## src/rtl/rpms_ram.sv

```systemverilog
module rpms_ram #(
  parameter int WIDTH = 8,
  parameter int DEPTH = 16
) (
  input  logic                     clk,
  input  logic                     we,
  input  logic [$clog2(DEPTH)-1:0] waddr,
  input  logic [WIDTH-1:0]         wdata,
  input  logic [$clog2(DEPTH)-1:0] raddr,
  output logic [WIDTH-1:0]         rdata
);
  logic [WIDTH-1:0] mem [DEPTH];

  always_ff @(posedge clk) begin
    if (we) begin
      mem[waddr] <= wdata;
    end
    rdata <= mem[raddr];
  end
endmodule

```

## config.mk

```make
export PLATFORM = sky130hd
export DESIGN_NAME = rpms_ram
export DESIGN_NICKNAME = d
export VERILOG_FILES = /design/src/rtl/rpms_ram.sv
export SDC_FILE = /design/constraint.sdc
export NUM_CORES = 1
export LEC_CHECK = 0
export ABC_AREA = 1
export BUFFER_PORTS_ARGS = -buffer_cell sky130_fd_sc_hd__buf_2
export CAP_MARGIN = 30
export CORE_ASPECT_RATIO = 1.4
export CORE_MARGIN = 1.5
export CORE_UTILIZATION = 60
export CTS_CLUSTER_DIAMETER = 30
export DETAILED_ROUTE_END_ITERATION = 10
export PLACE_DENSITY = 0.87
export SYNTH_ARGS = -nofsm -noshare
export SYNTH_HDL_FRONTEND = slang
export SYNTH_SLANG_ARGS = --single-unit
```

## constraint.sdc

```tcl
create_clock -name clk -period 1.2 [get_ports clk]
set_input_delay 0.18 -clock clk [delete_from_list [all_inputs] [get_ports clk]]
set_output_delay 0.18 -clock clk [all_outputs]
set_load 0.005 [all_outputs]
```

; Word level (Yosys, flattened, before mapping)
; Memories as Yosys holds them, arrays and structs flattened. A register that Yosys moved wholly into a read port is not among the register bits.
; Cells that the tools add are included.
[totals]
reg_bits = 0
latchBits = 0
ramBits = 128
rom_bits = 0
input_bits = 18
output_inout_bits = 8
elab_cells = 3
mem_count = 1
[op_classes]
n_addsub = 0
mul = 0
div_mod_pow = 0
order_cmp = 0
n_eq_ne = 0
n_shift = 0
muxes = 2
bitwise = 0
n_reduce_logical = 0
[mem_list]
columns = memory, depth, width, read_ports, rd_clocked_by_memory_dff, wr, line_no
row1 = mem, 16, 8, 1, 1, 1, 12  ; logic [WIDTH-1:0] mem [DEPTH];
[ops]
columns = cell, n
row1 = two-way mux 1 bit, 2

; Longest topological paths before layout
[logic_depth]
ltp_word = 2
ltp_mapped = 8
depth_no_buf = 7

; Worst setup path after synthesis
; OpenSTA, ideal clock, no wires.
[synth_path]
path_type = input to register
from = input port waddr[3]
to = memory mem[4][0] (enable)
arrival_ns = 0.761
slack_ns = 0.069
stages = 2
path_buffers = 0
cell_sequence = nand3b_1 nor2_1
[synth_lines]
columns = item, line_no
row1 = from (decl), 7  ; input logic [$clog2(DEPTH)-1:0] waddr,
row2 = to (decl), 12
; No word-level cell before the write port.

; Final worst setup path
[layout_path]
from = register rdata[2], read port of mem
to = output port rdata[2]
[layout_lines]
columns = item, line_no
row1 = from (decl), 10  ; output logic [WIDTH-1:0] rdata
; No word-level cell between the ends.

==> summary.md <==
| Metric | Value |
|---|---|
| Post-CTS setup buffers | `0` |
| Clock Tree Buf Depth | `2` |
| Syn_nets | `569` |
| Die H | `~120 µm` |
| Drt via density | `roughly 5.7` |
| Crit path max-delay family | `flip-flops` |
| Relative slew slack | `around 77%` |
| Buf+Inv Stages, Crit Path | `1` |
| Fin cells | `a little over 700` |
| Largest net degree at the start of global routing | `between 60 and 70` |
| Skew-Pair Late Insertion Delay | `between 0.4 and 0.5 ns` |
| CP Max Fanout | `1` |
| Port Buf Inserts | `25` |
| Syn avg cell area | `about 10 µm²` |
| Slowest cell on crit path | `dfxtp_1` |
| CP endpoint kind | `primary output` |
| Routed wire length | `13300 µm` |
| Pwr dens | `between 1500 and 2000 mW/mm²` |
| Worst endpoint data arrival time | `just over 0.9 ns` |
| Crit path cell chain | `buf_2` |
| Slew Limit Fails | `0` |
| Peak supply drop | `0.00111 V` |
| Commonest non-fill, non-tap cell in the layout | `nand2_1` |
| Core Rows | `42` |
| Synth Warn # | `0` |
| Element type at the critical path start | `register` |
| # fillers | `approximately 580` |
| Number of global-route vias before repair | `4119` |
| Die area | `roughly 0.010 mm²` |
| Unrepaired setup endpoints after global routing | `false` |
| Die X | `85.9 µm` |
| Max Cap Viol | `0` |
| Sequential share of the synthesized area | `between 60% and 70%` |
| Placed Cells | `between 600 and 700` |
| Antenna-violating nets left | `0` |
| GPL Wtd Cong | `a little over 0.9` |
| All-Layer GR Usage | `28.2%` |
| Setup Crit Path Kind | `reg -> out` |
| Setup violators final | `0` |
| Peak Freq | `between 900 and 1000 MHz` |
| Final HPWL DP | `around 8000 µm` |
| Commonest cells after routing, fill and taps aside | `nand2_1, edfxtp_1, inv_1` |
| Post-Syn Area | `between 0.005 and 0.006 mm²` |
| Worst-margin pin slew | `about 0.34 ns` |
| DRC | `0` |
| Final worst-path cycle share | `92.1%` |
| FF+latch count, synth | `136` |
| Critical path's largest stage delay | `0.37 ns` |
| DRT iter0 DRCs | `448` |
| Setup Skew | `between 0.008 and 0.009 ns` |
| TritonCTS clock tree | `done` |
| Ports | `26` |
| Final Net Count | `just over 600` |
| # diodes | `0` |
| Antenna violations before repair | `0` |
| Cells after synthesis | `about 550` |
| Status | `complete, no violations` |
| Congestion Overflow GR | `0` |
| Req. time, crit path | `roughly 1.0 ns` |
| Worst Hold Margin | `about 0.16 ns` |
| Drt pass-1 iters | `7` |
| H-tree depth | `4` |
| Hold-fix buffers at CTS | `0` |
| Initial core utilization | `61.3%` |
| Sink Count | `between 100 and 150` |
| Final Hold Viols | `0` |
| DR vias | `approximately 4000` |
| Syn-to-layout area delta | `16.1%` |
| P_leak | `approximately 3 nW` |
| Final Util | `between 70% and 80%` |
| Yosys cell types | `12` |
| Global-route wire length before repair | `roughly 21000 µm` |
| Hold/Removal Path Class | `in -> reg` |
| Proportion of layout cells with a drive suffix above 1 | `a little over an eighth` |
| Minimum clock period | `approximately 1.1 ns` |
| Core area | `between 0.009 and 0.01 mm²` |
| Post-CTS resize count | `0` |
| Average wire per standard cell | `between 15 and 20 µm` |
| CTS clock-pin slew for the worst setup and hold paths | `0.06 ns` |
| Root Buffer | `clkbuf_16` |
| Total CTS buffers | `17` |
path summary, 6_finish.rpt:
| path | from | endpoint | slack [ns] | cells after the start |
|---|---|---|---|---|
| max reg2reg | mem[5][5] | rdata[5] | 0.18 | 6 |
| min reg2reg | mem[2][4] | rdata[4] | 0.69 | 6 |
| max | rdata[2] | rdata[2] | 0.09 | 1 |
| min | wdata[2] | mem[9][2] | 0.16 | 1 |
metrics by stage:
step | power (mW) | area, µm² | TNS, ns | worst slack [ns]
after floorplan | 5.81 | 5770 | 0 | 0.0692
after global placement | 6.06 | 6140 | 0 | 0.0349
after global routing | 11.2 | 6690 | 0 | 0.0844
after CTS | 10.9 | 6690 | 0 | 0.0787
after detailed placement | 6.09 | 6140 | -0.0177 | -0.00267
final | 10.9 | 6690 | 0 | 0.0948
kinds of logic after synthesis:
kind of cell | share of synthesized area (%)
buffers and inverters | 9.52
DFF | 69.4
and+or+nand+nor | 21.0
cells in the mapped netlist:
master / n / area, µm²
nand3b_1: 2 / 15.0
dfxtp_1: 8 / 160
buf_4: 4 / 30.0
inv_2: 2 / 7.51
edfxtp_1: 128 / 3840
inv_1: 100 / 375
buf_1: 1 / 3.75
buf_6: 6 / 67.6
nand3_1: 97 / 485
nand2_1: 173 / 649
buf_2: 13 / 65.1
nor2_1: 17 / 63.8
routing by layer:
metal | routed length [µm] | vias to the layer above | GRT usage, %
li1 | - | 1866 | -
met1 | 4710 | 1937 | 32.3
met2 | 6980 | 226 | 49.0
met3 | 926 | 69 | 6.10
met4 | 641 | 0 | 14.3
met5 | 0 | - | 0
area by class of cell:
| class | count | area (µm²) | share of cell area, % |
|---|---|---|---|
| Clock buffer | 22 | 454 | 6.79 |
| Clock inverter | 10 | 104 | 1.55 |
| Inverter | 102 | 383 | 5.72 |
| Multi-Input combinational cell | 289 | 1210 | 18.1 |
| Sequential cell | 136 | 4000 | 59.8 |
| Tap cell | 110 | 138 | 2.06 |
| Timing Repair Buffer | 53 | 398 | 5.94 |
where the power goes:
part / internal [mW] / switching, mW / total, mW
Combinational: 0.218 / 0.458 / 0.676
Clock: 3.08 / 1.81 / 4.90
Sequential: 5.31 / 0.0354 / 5.35
flip-flops by register name, summed over array words and instances (netlist names):
| register | cells |
|---|---|
| rdata | 8 |
| mem | 128 |
Power figures use the tool's default switching activity.
